[src/hw/rtl/periodic_timer_dispatcher_core_assert.svh]
// ----------------------------------------------------------------------------
// Periodic timer dispatcher assertion macros
// Shorthand for the concurrent checks used by the controller and datapath.
// ----------------------------------------------------------------------------
`ifndef PERIODIC_TIMER_DISPATCHER_CORE_ASSERT_SVH
`define PERIODIC_TIMER_DISPATCHER_CORE_ASSERT_SVH

// Same-cycle implication, disabled while reset is asserted.
`define PTD_ASSERT_IMP(label, clk, rst_n, ante, cons, msg) \
    label: assert property (@(posedge clk) disable iff (!rst_n) (ante) |-> (cons)) \
        else $error(msg);

// Next-cycle implication, disabled while reset is asserted.
`define PTD_ASSERT_NXT(label, clk, rst_n, ante, cons, msg) \
    label: assert property (@(posedge clk) disable iff (!rst_n) (ante) |=> (cons)) \
        else $error(msg);

`endif

[src/hw/rtl/ptd_pkg.sv]
// ----------------------------------------------------------------------------
// Periodic timer dispatcher package
// Shared widths, opcodes, controller states and control/status bundles.
// ----------------------------------------------------------------------------
`default_nettype none

package ptd_pkg;

    // Default table size and time width.
    localparam int NUM_TIMERS_DEF = 16;
    localparam int TIME_BITS_DEF  = 32;

    // Field widths of the stream items.
    localparam int OPCODE_W    = 2;
    localparam int SLOT_W      = 4;
    localparam int NOW_W       = 32;
    localparam int PERIOD_W    = 32;
    localparam int MODE_W      = 2;
    localparam int FIRE_TIME_W = 32;

    // Packed stream widths, rounded up to whole bytes.
    localparam int IN_FIELDS_W  = OPCODE_W + SLOT_W + NOW_W + PERIOD_W + MODE_W;
    localparam int IN_TDATA_W   = ((IN_FIELDS_W + 7) / 8) * 8;
    localparam int OUT_FIELDS_W = SLOT_W + FIRE_TIME_W;
    localparam int OUT_TDATA_W  = ((OUT_FIELDS_W + 7) / 8) * 8;

    // Input opcodes.
    localparam logic [OPCODE_W-1:0] OP_REGISTER = 2'd0;
    localparam logic [OPCODE_W-1:0] OP_TICK     = 2'd1;
    localparam logic [OPCODE_W-1:0] OP_DONE     = 2'd2;

    // Bit positions inside the overrun mode.
    localparam int MODE_SKIP_BIT  = 0;
    localparam int MODE_DELAY_BIT = 1;

    // Controller states.
    typedef enum logic [1:0] {
        S_IDLE,
        S_SCAN,
        S_DRAIN,
        S_FLUSH
    } ptd_state_t;

    // Commands from controller to datapath.
    typedef struct packed {
        logic reg_write;
        logic busy_clear;
        logic tick_start;
        logic issue;
        logic flush_push;
    } ptd_cmd_t;

    // Status from datapath to controller.
    typedef struct packed {
        logic stall;
        logic eval_vld;
        logic hold_vld;
        logic out_free;
        logic scan_last;
    } ptd_stat_t;

endpackage

`default_nettype wire

[src/hw/rtl/ptd_ram.sv]
// ----------------------------------------------------------------------------
// Generic RAM
// One write port and one read port with a registered read.
// ----------------------------------------------------------------------------
`default_nettype none

module ptd_ram #(
    parameter int WIDTH = 8,
    parameter int DEPTH = 16,
    localparam int ADDR_W = (DEPTH > 1) ? $clog2(DEPTH) : 1
) (
    input  wire logic              clk,
    input  wire logic              we,
    input  wire logic [ADDR_W-1:0] waddr,
    input  wire logic [WIDTH-1:0]  wdata,
    input  wire logic [ADDR_W-1:0] raddr,
    output logic      [WIDTH-1:0]  rdata
);

    logic [WIDTH-1:0] mem [DEPTH];
    logic [WIDTH-1:0] rdata_reg;

    // Write port.
    always_ff @(posedge clk)
    begin
        if (we)
        begin
            mem[waddr] <= wdata;
        end
    end

    // Registered read port.
    always_ff @(posedge clk)
    begin
        rdata_reg <= mem[raddr];
    end

    assign rdata = rdata_reg;

endmodule

`default_nettype wire

[src/hw/rtl/ptd_ctrl.sv]
// ----------------------------------------------------------------------------
// Periodic timer dispatcher controller
// Sequences item intake, the slot scan of a tick and the final result flush.
// ----------------------------------------------------------------------------
`default_nettype none
`include "periodic_timer_dispatcher_core_assert.svh"

module ptd_ctrl (
    input  wire logic                            clk,
    input  wire logic                            rst_n,
    input  wire logic                            in_valid,
    input  wire logic [ptd_pkg::OPCODE_W-1:0]    in_opcode,
    output logic                                 in_ready,
    input  wire ptd_pkg::ptd_stat_t              stat,
    output ptd_pkg::ptd_cmd_t                    cmd
);

    import ptd_pkg::*;

    ptd_state_t state_reg;
    ptd_state_t state_next;
    logic       accept;

    assign accept = in_valid && (state_reg == S_IDLE);

    // State register.
    always_ff @(posedge clk or negedge rst_n)
    begin
        if (!rst_n)
        begin
            state_reg <= S_IDLE;
        end
        else
        begin
            state_reg <= state_next;
        end
    end

    // Next-state logic.
    always_comb
    begin
        state_next = state_reg;
        case (state_reg)
            S_IDLE:
            begin
                if (accept && (in_opcode == OP_TICK))
                begin
                    state_next = S_SCAN;
                end
            end
            S_SCAN:
            begin
                if (!stat.stall && stat.scan_last)
                begin
                    state_next = S_DRAIN;
                end
            end
            S_DRAIN:
            begin
                if (!stat.stall)
                begin
                    state_next = S_FLUSH;
                end
            end
            S_FLUSH:
            begin
                if (!stat.hold_vld || stat.out_free)
                begin
                    state_next = S_IDLE;
                end
            end
            default:
            begin
                state_next = S_IDLE;
            end
        endcase
    end

    // Output logic.
    always_comb
    begin
        in_ready = 1'b0;
        cmd      = '0;
        case (state_reg)
            S_IDLE:
            begin
                in_ready = 1'b1;
                if (accept)
                begin
                    case (in_opcode)
                        OP_REGISTER: cmd.reg_write  = 1'b1;
                        OP_TICK:     cmd.tick_start = 1'b1;
                        OP_DONE:     cmd.busy_clear = 1'b1;
                        default:     cmd            = '0;
                    endcase
                end
            end
            S_SCAN:
            begin
                cmd.issue = !stat.stall;
            end
            S_DRAIN:
            begin
                cmd = '0;
            end
            S_FLUSH:
            begin
                cmd.flush_push = stat.hold_vld && stat.out_free;
            end
            default:
            begin
                cmd = '0;
            end
        endcase
    end

    // A pending dispatch must never be left behind when the block goes idle.
    `PTD_ASSERT_IMP(a_idle_no_hold, clk, rst_n, state_reg == S_IDLE, !stat.hold_vld,
        "pending dispatch while idle")
    // The evaluation stage is only busy during a scan or the drain that follows it.
    `PTD_ASSERT_IMP(a_eval_in_scan, clk, rst_n, stat.eval_vld,
        (state_reg == S_SCAN) || (state_reg == S_DRAIN), "evaluation outside scan")
    // Every unstalled scan cycle feeds the evaluation stage.
    `PTD_ASSERT_NXT(a_scan_feeds_eval, clk, rst_n, (state_reg == S_SCAN) && !stat.stall,
        stat.eval_vld, "scan read did not reach evaluation")

endmodule

`default_nettype wire

[src/hw/rtl/ptd_dp.sv]
// ----------------------------------------------------------------------------
// Periodic timer dispatcher datapath
// Slot table, scan pipeline, expiry evaluation and the result registers.
// ----------------------------------------------------------------------------
`default_nettype none
`include "periodic_timer_dispatcher_core_assert.svh"

module ptd_dp #(
    parameter int NUM_TIMERS = ptd_pkg::NUM_TIMERS_DEF,
    parameter int TIME_BITS  = ptd_pkg::TIME_BITS_DEF
) (
    input  wire logic                               clk,
    input  wire logic                               rst_n,
    input  wire ptd_pkg::ptd_cmd_t                  cmd,
    output ptd_pkg::ptd_stat_t                      stat,
    input  wire logic [ptd_pkg::SLOT_W-1:0]         in_slot,
    input  wire logic [ptd_pkg::NOW_W-1:0]          in_now_time,
    input  wire logic [ptd_pkg::PERIOD_W-1:0]       in_interval,
    input  wire logic [ptd_pkg::MODE_W-1:0]         in_overrun_mode,
    input  wire logic                               out_ready,
    output logic                                    out_valid,
    output logic      [ptd_pkg::SLOT_W-1:0]         out_slot,
    output logic      [ptd_pkg::FIRE_TIME_W-1:0]    out_time,
    output logic                                    out_last
);

    import ptd_pkg::*;

    localparam int IDX_W  = (NUM_TIMERS > 1) ? $clog2(NUM_TIMERS) : 1;
    localparam int WORD_W = MODE_W + PERIOD_W + TIME_BITS;
    localparam logic [IDX_W-1:0] LAST_IDX = IDX_W'(NUM_TIMERS - 1);

    // Per-slot flags, cleared by reset.
    logic [NUM_TIMERS-1:0]  valid_reg, valid_next;
    logic [NUM_TIMERS-1:0]  busy_reg, busy_next;

    // Scan pipeline.
    logic [TIME_BITS-1:0]   tick_now_reg, tick_now_next;
    logic [IDX_W-1:0]       idx_reg, idx_next;
    logic [IDX_W-1:0]       eval_idx_reg, eval_idx_next;
    logic                   eval_vld_reg, eval_vld_next;

    // One dispatch held back until it is known whether it is the last one.
    logic                   hold_vld_reg, hold_vld_next;
    logic [SLOT_W-1:0]      hold_slot_reg, hold_slot_next;

    // Result register.
    logic                   out_vld_reg, out_vld_next;
    logic [SLOT_W-1:0]      out_slot_reg, out_slot_next;
    logic [FIRE_TIME_W-1:0] out_time_reg, out_time_next;
    logic                   out_last_reg, out_last_next;

    // Table memory and its decoded read word.
    logic                   ram_we;
    logic [IDX_W-1:0]       ram_waddr;
    logic [WORD_W-1:0]      ram_wdata;
    logic [IDX_W-1:0]       ram_raddr;
    logic [WORD_W-1:0]      ram_rdata;
    logic [TIME_BITS-1:0]   rd_expiry;
    logic [PERIOD_W-1:0]    rd_period;
    logic [MODE_W-1:0]      rd_mode;

    // Evaluation and item decode.
    logic                   slot_busy;
    logic                   due;
    logic                   fire_want;
    logic                   skip_rearm;
    logic                   out_free;
    logic                   stall;
    logic                   fire_go;
    logic                   rearm;
    logic [TIME_BITS-1:0]   rearm_expiry;
    logic                   slot_hit;
    logic [IDX_W-1:0]       item_idx;
    logic [TIME_BITS-1:0]   reg_expiry;

    ptd_ram #(
        .WIDTH (WORD_W),
        .DEPTH (NUM_TIMERS)
    ) u_table (
        .clk   (clk),
        .we    (ram_we),
        .waddr (ram_waddr),
        .wdata (ram_wdata),
        .raddr (ram_raddr),
        .rdata (ram_rdata)
    );

    assign rd_expiry = ram_rdata[TIME_BITS-1:0];
    assign rd_period = ram_rdata[TIME_BITS +: PERIOD_W];
    assign rd_mode   = ram_rdata[TIME_BITS + PERIOD_W +: MODE_W];

    // Decode of register and done items.
    assign slot_hit   = (32'(in_slot) < NUM_TIMERS);
    assign item_idx   = IDX_W'(in_slot);
    assign reg_expiry = TIME_BITS'(in_now_time) + TIME_BITS'(in_interval);

    // Expiry check and overrun handling for the slot in evaluation.
    assign slot_busy    = busy_reg[eval_idx_reg];
    assign due          = eval_vld_reg && valid_reg[eval_idx_reg]
                          && (tick_now_reg >= rd_expiry);
    assign fire_want    = due && (!slot_busy
                          || (!rd_mode[MODE_SKIP_BIT] && !rd_mode[MODE_DELAY_BIT]));
    assign skip_rearm   = due && slot_busy && rd_mode[MODE_SKIP_BIT];
    assign out_free     = !out_vld_reg || out_ready;
    assign stall        = fire_want && hold_vld_reg && !out_free;
    assign fire_go      = fire_want && !stall;
    assign rearm        = fire_go || skip_rearm;
    assign rearm_expiry = tick_now_reg + TIME_BITS'(rd_period);

    // Table port selection; a stalled evaluation rereads its own slot.
    always_comb
    begin
        ram_raddr = stall ? eval_idx_reg : idx_reg;
        ram_we    = rearm || (cmd.reg_write && slot_hit);
        if (rearm)
        begin
            ram_waddr = eval_idx_reg;
            ram_wdata = {rd_mode, rd_period, rearm_expiry};
        end
        else
        begin
            ram_waddr = item_idx;
            ram_wdata = {in_overrun_mode, in_interval, reg_expiry};
        end
    end

    // Next values of flags, scan pipeline and result registers.
    always_comb
    begin
        valid_next     = valid_reg;
        busy_next      = busy_reg;
        tick_now_next  = tick_now_reg;
        idx_next       = idx_reg;
        eval_idx_next  = eval_idx_reg;
        eval_vld_next  = stall ? eval_vld_reg : cmd.issue;
        hold_vld_next  = hold_vld_reg;
        hold_slot_next = hold_slot_reg;
        out_vld_next   = out_vld_reg;
        out_slot_next  = out_slot_reg;
        out_time_next  = out_time_reg;
        out_last_next  = out_last_reg;

        if (cmd.reg_write && slot_hit)
        begin
            valid_next[item_idx] = 1'b1;
            busy_next[item_idx]  = 1'b0;
        end
        if (cmd.busy_clear && slot_hit)
        begin
            busy_next[item_idx] = 1'b0;
        end
        if (cmd.tick_start)
        begin
            tick_now_next = TIME_BITS'(in_now_time);
            idx_next      = '0;
        end
        if (cmd.issue)
        begin
            idx_next      = idx_reg + 1'b1;
            eval_idx_next = idx_reg;
        end

        // Retire an accepted result.
        if (out_vld_reg && out_ready)
        begin
            out_vld_next = 1'b0;
        end

        // A new dispatch pushes the held one out as a non-final result.
        if (fire_go)
        begin
            busy_next[eval_idx_reg] = 1'b1;
            hold_vld_next           = 1'b1;
            hold_slot_next          = SLOT_W'(eval_idx_reg);
            if (hold_vld_reg)
            begin
                out_vld_next  = 1'b1;
                out_slot_next = hold_slot_reg;
                out_time_next = FIRE_TIME_W'(tick_now_reg);
                out_last_next = 1'b0;
            end
        end

        // End of scan: the held dispatch is the last one of this tick.
        if (cmd.flush_push)
        begin
            hold_vld_next = 1'b0;
            out_vld_next  = 1'b1;
            out_slot_next = hold_slot_reg;
            out_time_next = FIRE_TIME_W'(tick_now_reg);
            out_last_next = 1'b1;
        end
    end

    // Control registers.
    always_ff @(posedge clk or negedge rst_n)
    begin
        if (!rst_n)
        begin
            valid_reg    <= '0;
            busy_reg     <= '0;
            idx_reg      <= '0;
            eval_vld_reg <= 1'b0;
            hold_vld_reg <= 1'b0;
            out_vld_reg  <= 1'b0;
        end
        else
        begin
            valid_reg    <= valid_next;
            busy_reg     <= busy_next;
            idx_reg      <= idx_next;
            eval_vld_reg <= eval_vld_next;
            hold_vld_reg <= hold_vld_next;
            out_vld_reg  <= out_vld_next;
        end
    end

    // Payload registers.
    always_ff @(posedge clk)
    begin
        tick_now_reg  <= tick_now_next;
        eval_idx_reg  <= eval_idx_next;
        hold_slot_reg <= hold_slot_next;
        out_slot_reg  <= out_slot_next;
        out_time_reg  <= out_time_next;
        out_last_reg  <= out_last_next;
    end

    // Status and outputs.
    assign stat.stall     = stall;
    assign stat.eval_vld  = eval_vld_reg;
    assign stat.hold_vld  = hold_vld_reg;
    assign stat.out_free  = out_free;
    assign stat.scan_last = (idx_reg == LAST_IDX);

    assign out_valid = out_vld_reg;
    assign out_slot  = out_slot_reg;
    assign out_time  = out_time_reg;
    assign out_last  = out_last_reg;

    // Register writes and scan write-backs never share the table write port.
    `PTD_ASSERT_IMP(a_reg_not_in_scan, clk, rst_n, cmd.reg_write, !eval_vld_reg,
        "register item during scan")
    // A held dispatch is only displaced when the result register can take it.
    `PTD_ASSERT_IMP(a_hold_not_lost, clk, rst_n, fire_go && hold_vld_reg, out_free,
        "held dispatch overwritten")
    // The final flush empties the hold stage.
    `PTD_ASSERT_NXT(a_flush_empties, clk, rst_n, cmd.flush_push, !hold_vld_reg,
        "hold stage not empty after flush")

endmodule

`default_nettype wire

[src/hw/rtl/periodic_timer_dispatcher_core.sv]
// ----------------------------------------------------------------------------
// Periodic timer dispatcher core
// Table of periodic timers scanned on each time tick, one dispatch per due
// slot that is not held back as busy by a skip or delay overrun mode.
// ----------------------------------------------------------------------------
// Register and job-done items are handled while idle and leave the block
// ready for more items. A tick scans the slot table one slot per cycle
// through the single read port of the table memory while no held-back
// dispatch stalls it, then drains the evaluation stage and flushes the
// last dispatch before it returns to idle. Results of a tick leave in slot
// order and the last one of the tick carries tlast. No input is taken during a scan.
`default_nettype none

module periodic_timer_dispatcher_core #(
    parameter int NUM_TIMERS = ptd_pkg::NUM_TIMERS_DEF,
    parameter int TIME_BITS  = ptd_pkg::TIME_BITS_DEF
) (
    input  wire logic                              clk,
    input  wire logic                              rst_n,
    // Fields from bit 0: opcode, slot, now_time, interval, overrun_mode.
    input  wire logic [ptd_pkg::IN_TDATA_W-1:0]    s_axis_tdata,
    input  wire logic                              s_axis_tvalid,
    output logic                                   s_axis_tready,
    // Fields from bit 0: fired_slot, fire_time, zero padding.
    output logic      [ptd_pkg::OUT_TDATA_W-1:0]   m_axis_tdata,
    output logic                                   m_axis_tlast,
    output logic                                   m_axis_tvalid,
    input  wire logic                              m_axis_tready
);

    import ptd_pkg::*;

    localparam int SLOT_LSB   = OPCODE_W;
    localparam int NOW_LSB    = SLOT_LSB + SLOT_W;
    localparam int PERIOD_LSB = NOW_LSB + NOW_W;
    localparam int MODE_LSB   = PERIOD_LSB + PERIOD_W;

    logic [OPCODE_W-1:0]    in_opcode;
    logic [SLOT_W-1:0]      in_slot;
    logic [NOW_W-1:0]       in_now_time;
    logic [PERIOD_W-1:0]    in_interval;
    logic [MODE_W-1:0]      in_overrun_mode;
    logic [SLOT_W-1:0]      out_slot;
    logic [FIRE_TIME_W-1:0] out_time;
    ptd_cmd_t               cmd;
    ptd_stat_t              stat;

    // Input field unpacking.
    assign in_opcode       = s_axis_tdata[0 +: OPCODE_W];
    assign in_slot         = s_axis_tdata[SLOT_LSB +: SLOT_W];
    assign in_now_time     = s_axis_tdata[NOW_LSB +: NOW_W];
    assign in_interval     = s_axis_tdata[PERIOD_LSB +: PERIOD_W];
    assign in_overrun_mode = s_axis_tdata[MODE_LSB +: MODE_W];

    ptd_ctrl u_ctrl (
        .clk       (clk),
        .rst_n     (rst_n),
        .in_valid  (s_axis_tvalid),
        .in_opcode (in_opcode),
        .in_ready  (s_axis_tready),
        .stat      (stat),
        .cmd       (cmd)
    );

    ptd_dp #(
        .NUM_TIMERS (NUM_TIMERS),
        .TIME_BITS  (TIME_BITS)
    ) u_dp (
        .clk             (clk),
        .rst_n           (rst_n),
        .cmd             (cmd),
        .stat            (stat),
        .in_slot         (in_slot),
        .in_now_time     (in_now_time),
        .in_interval     (in_interval),
        .in_overrun_mode (in_overrun_mode),
        .out_ready       (m_axis_tready),
        .out_valid       (m_axis_tvalid),
        .out_slot        (out_slot),
        .out_time        (out_time),
        .out_last        (m_axis_tlast)
    );

    // Result packing with zero fill up to the byte boundary.
    assign m_axis_tdata = OUT_TDATA_W'({out_time, out_slot});

endmodule

`default_nettype wire

[config.mk]
export PLATFORM = sky130hd
export DESIGN_NAME = periodic_timer_dispatcher_core
export DESIGN_NICKNAME = d
export VERILOG_FILES = /design/src/hw/rtl/ptd_pkg.sv /design/src/hw/rtl/ptd_ram.sv /design/src/hw/rtl/ptd_ctrl.sv /design/src/hw/rtl/ptd_dp.sv /design/src/hw/rtl/periodic_timer_dispatcher_core.sv
export VERILOG_INCLUDE_DIRS = /design/src /design/src/hw/rtl
export SDC_FILE = /design/constraint.sdc
export NUM_CORES = 2
export LEC_CHECK = 0
export CAP_MARGIN = 20
export CORE_MARGIN = 10
export CORE_UTILIZATION = 58
export DETAILED_ROUTE_END_ITERATION = 10
export DONT_BUFFER_PORTS = 1
export PLACE_DENSITY_LB_ADDON = 0.12
export SYNTH_ARGS = -nofsm -noshare
export SYNTH_HDL_FRONTEND = slang
export SYNTH_HIERARCHICAL = 1
export SYNTH_SLANG_ARGS = --single-unit
[constraint.sdc]
create_clock -name clk -period 21 [get_ports clk]
set_input_delay 0 -clock clk [delete_from_list [all_inputs] [get_ports clk]]
set_output_delay 0 -clock clk [all_outputs]
set_load 0.02 [all_outputs]
# After elaboration in Yosys (flattened, before gate mapping)
# Memories as Yosys holds them, arrays and structs flattened. A register that Yosys moved wholly into a read port is not among the register bits.
# Index checks and enable logic that the tools add are counted.
# totals
register_bits	118
n_memories	1
elab_cells	116
ram_bits	1056
out_inout_bits	43
# classes
n_reduce_logical	36
order_cmp	5
bitwise	5
n_mux	43
n_eq_ne	10
addsub	3
# memory_table
memory	words	word_bits	read_ports	rd_ports_with_merged_regs	write_ports	line_no	text
u_dp.u_table.mem	16	66	1	1	1	ptd_ram.sv:20	logic [WIDTH-1:0] mem [DEPTH];
# op_table
operator	n
$mux W32	3
$mux W66	1
$add A32 B32 Y32	2
$mux W16	3
$and A16 B16 Y16	2
$ge A32 B32 Y1	1
$or A16 B16 Y16	2
$mux W4	7
$logic_and A1 B1 Y1	16
$mux W1	16
$not A16 Y16	1
$lt A4 B5 Y1 const B	2
$bmux W1 S4	2
$demux W1 S4	2
$ge A4 B1 Y1 const B	2
$mux W2	4
$pmux W2 S4	1
$logic_not A1 Y1	7
$eq A2 B2 Y1 const B	3
$reduce_bool A2 Y1	3
$logic_or A1 B1 Y1	5
$mux W5	1
$add A4 B1 Y4 const B	1
$eq A2 B1 Y1 const B	2
8 further kinds	13

# Longest topological paths before layout
# depth
word_depth	13
mapped_depth	18

# Modules after synthesis
# The synthesis kept the hierarchy.
# modules_own_cells
module	n_inst	area_per_inst_um2	cells_each
ptd_ram	1	40799.1	1698
ptd_dp	1	9047.4	916
ptd_ctrl	1	246.5	22
periodic_timer_dispatcher_core	1	33.8	5

# Worst setup path after synthesis
# No wires, ideal clock.
# synth_path
kind	reg-to-reg
startpoint	reg u_dp.eval_idx_reg[1]
endpoint	mem u_dp/u_table/mem[0][0] (netlist name) (enable)
t_arrival_ns	7.618
path_stages_with_launch	11
path_slack_ns	12.810
n_path_buf	2
setup_ns	0.571
path_cell_list	edfxtp_1 > buf_2 > mux4_2 > mux2_2 > and4b_1 > or3_1 > a21oi_2 > buf_4 > mux2_1 > or3b_2 > nor3_1
# synth_via
word_cells_on_any_way	20
classes_between	mux: 7; reduce/logical: 13
# synth_lines
item	line_no	text
start, declared	ptd_dp.sv:40	logic [IDX_W-1:0] eval_idx_reg, eval_idx_next;
start signal, assigned	ptd_dp.sv:223	eval_idx_reg <= eval_idx_next;
$bmux W1 S4 (on tied branches)	ptd_dp.sv:100, ptd_dp.sv:99	
$mux W1 (on tied branches)	ptd_dp.sv:100, ptd_dp.sv:99	
$logic_and A1 B1 Y1 / $logic_not A1 Y1 (equally long branches)	ptd_dp.sv:100, ptd_dp.sv:102	
$logic_and A1 B1 Y1 / $logic_or A1 B1 Y1 (equally long branches)	ptd_dp.sv:101, ptd_dp.sv:103	
$logic_and A1 B1 Y1	ptd_dp.sv:102	assign fire_want = due && (!slot_busy
$logic_and A1 B1 Y1 (2 in series)	ptd_dp.sv:106	assign stall = fire_want && hold_vld_reg && !out_free;
$logic_not A1 Y1	ptd_dp.sv:107	assign fire_go = fire_want && !stall;
$logic_and A1 B1 Y1	ptd_dp.sv:107	
$logic_or A1 B1 Y1 *	ptd_dp.sv:108	assign rearm = fire_go || skip_rearm;
$mux W4 *	ptd_dp.sv:116	if (rearm)
net u_dp.ram_waddr[2]	ptd_dp.sv:55	logic [IDX_W-1:0] ram_waddr;
end, declared	ptd_ram.sv:20	
# The timed path passes the listed nets; every way through them passes the cells marked *. The select of a mux whose other input is x is not followed.

==> impl_metrics.csv <==
group,metric,value,unit
worst_setup_path,crit_arrival,7780,ps
synthesis,avgSynthCellArea,19.0,µm²
drt,ant_nets,0,
global_route,overflow,0,
floorplanning,fp.dieArea,98600,µm²
sta,setup_viol,0,
cells_and_area,finish.utilization,0.667,
drt,vias,27300,
worst_setup_path,critPathKind,"reg2reg",
worst_setup_path,crit_required,21590,ps
worst_setup_path,crit_fanout,109,
placement,io_buffers,0,
pwr,ir_drop,0.0941,mV
cts,insertion_delay,710,ps
drt,avgViaCountPerCell,6.67,
flow_run,cap_viol_max_count,0,
synthesis,syn_area,50100,µm²
worst_setup_path,critPathBufInv,2,
floorplanning,rows,107,
drt,first_pass_iters,6,
sta,worst_clock_skew,36.2,ps
floorplanning,die_x,314,µm
global_route,grt_max_degree,110,
cells_and_area,fin_area,56900,µm²
sta,rsz0062_at_grt,"false",
synthesis,synth_cells,2640,
cells_and_area,drive_gt1_frac,0.198,
hold_path,min_path_type,"in2reg",
cells_and_area,syn2layout_area_growth,13.6,%
worst_setup_path,cpPeakStageDelay,860,ps
hold_path,min_from,"s_axis_tdata[69]",
global_route,grt_pass1_wl,192000,µm
synthesis,yosys_warnings,6,
placement,gp_congestion,0.890,
worst_setup_path,crit_family,"compound AO/OA/AOI/OAI gates",
cts,cts_buffer_depth,3,
cts,clkSinkCount,1240,
global_route,grtUsageTotal,0.268,
cts,cts_resized,0,
cts,cts_tree,"built",
cts,postCtsSetupRepairBufs,0,
drt,drc,0,
floorplanning,core,85400,µm²
cells_and_area,nets,3004,
sta,maxSlewViolCount,0,
global_route,grt_pass1_vias,26900,
pwr,leakagePower,19.0,nW
placement,placed_area,51600,µm²
worst_setup_path,start_kind,"flip-flop",
worst_setup_path,end_kind,"flip-flop",
sta,finalHoldViolCount,0,
pwr,p_per_area,123,nW/µm²
sta,post-route-min-period,7190,ps
worst_setup_path,critPathSlowestCell,"mux2_8",
floorplanning,io_pins,119,
sta,slew_headroom,0.272,
drt,routed_wl,133000,µm
worst_setup_path,r2r_start,"u_dp/tick_now_reg[7]$_DFFE_PP_",
sta,tightest_slew,1090,ps
cells_and_area,largest_reg_flops,1056,
sta,holdWs,17.4,ps
sta,post-route-period-util,0.342,
sta,fin_setup_tns,0,ps
sta,max_freq,139,MHz
pwr,power,7.01,mW
outcome,outcome,"complete, no violations",
global_route,antenna_found_initial,10,
floorplanning,initial_utilization,0.587,
worst_setup_path,crit_chain,"ha_1 -> and2_1 -> o2111ai_1 -> o21ai_0 -> a41oi_1 -> o211ai_1 -> nand3_1 -> a211oi_1 -> nor2b_1 -> mux2_8 -> buf_12 -> buf_4 -> mux4_2 -> a22oi_1 -> nand2_1",
cts,clk_pin_slew,70,ps
placement,hpwl,73900,µm
cts,cts_made_buffers,120,
floorplanning,die_h,314,µm
cts,cts_root_buf,"clkbuf_16",
cts,htreeDepth,3,
drt,drt_iter0_drc,3394,
drt,detail_route.wl_per_cell,32.4,µm
cts,ctsHoldBuffers,99,
worst_setup_path,crit_start,"u_dp/tick_now_reg[7]$_DFFE_PP_",
## worst paths after layout
kind / end / slack, ps / cells after the start
hold reg to reg: u_dp/out_slot[0]$_DFFE_PP_ / 420 / 0
setup reg to reg: u_dp/u_table/rdata[56]$_DFF_P_ / 13810 / 15
hold / removal: u_dp/u_table/mem[7][31]$_DFFE_PP_ / 20 / 4
min in group asynchronous: u_dp/valid_reg[14]$_DFFE_PN0P_ / 410 / 4
setup / recovery: u_dp/u_table/rdata[56]$_DFF_P_ / 13810 / 15
max in group asynchronous: u_dp/idx_reg[1]$_DFFE_PN0P_ / 20380 / 4
## tightest hold or removal path, stage by stage
cell,delay (ps)
xnor2_1,70
xnor2_1,180
mux2i_1,90
buf_4,200
## layout by cell type, fill, tap and decap left out, types with 7 or more instances in the layout
master and instances:
nand4_1 12, nor2b_1 16, mux2i_1 9, mux4_2 273, dfrtp_1 41, inv_1 62, nand2b_1 20, xor2_1 17
a22oi_1 133, o31ai_1 18, mux2_1 37, clkinv_1 17, or2_2 9, and3_1 8, ha_1 99, o41ai_1 7
o21bai_1 16, diode_2 10, nand2_1 119, nor2_4 13, bufinv_16 17, dfxtp_1 67, clkinv_2 18, o21ai_0 69
dlygate4sd3_1 103, nor2_1 52, o21a_1 10, edfxtp_1 1132, clkbuf_1 30, xnor2_1 31, a21oi_1 61, a211oi_1 12
nand3b_1 7, nor3_1 16, a31oi_1 11, buf_4 76, clkinvlp_4 8, clkbuf_16 123, nand3_1 11, a21o_1 35
## per-layer routing
metal  vias up  part of all wire  track usage
met5         -           0.00035            0
met4         4             0.022       0.0632
met3       217              0.10       0.0599
met2      1574              0.47        0.419
met1     14300              0.40        0.385
li1      11200                 -            -
## per-stage QoR
stage,worst slack (ps),cells
floorplan,12810,2643
global route,13120,4080
global placement,13750,3731
finish,13810,4087
CTS,13550,4061
detailed placement,13580,3734
## layout make-up
type                       count  area, µm²
clock buffer                 159       3270
multi-input combinational   1219      13100
fill                        5610      28500
timing repair buffer         184       1690
antenna                       10       25.0
sequential                  1240      36400
inverter                      62        233
tap                         1144       1430
clock inverter                69        843
## report_power, final
part | total (mW) | internal [mW] | switching (mW)
combinational | 1.75 | 0.785 | 0.961
clock | 2.23 | 1.31 | 0.924
sequential | 3.03 | 2.91 | 0.124
(Power assumes the default switching activity.)
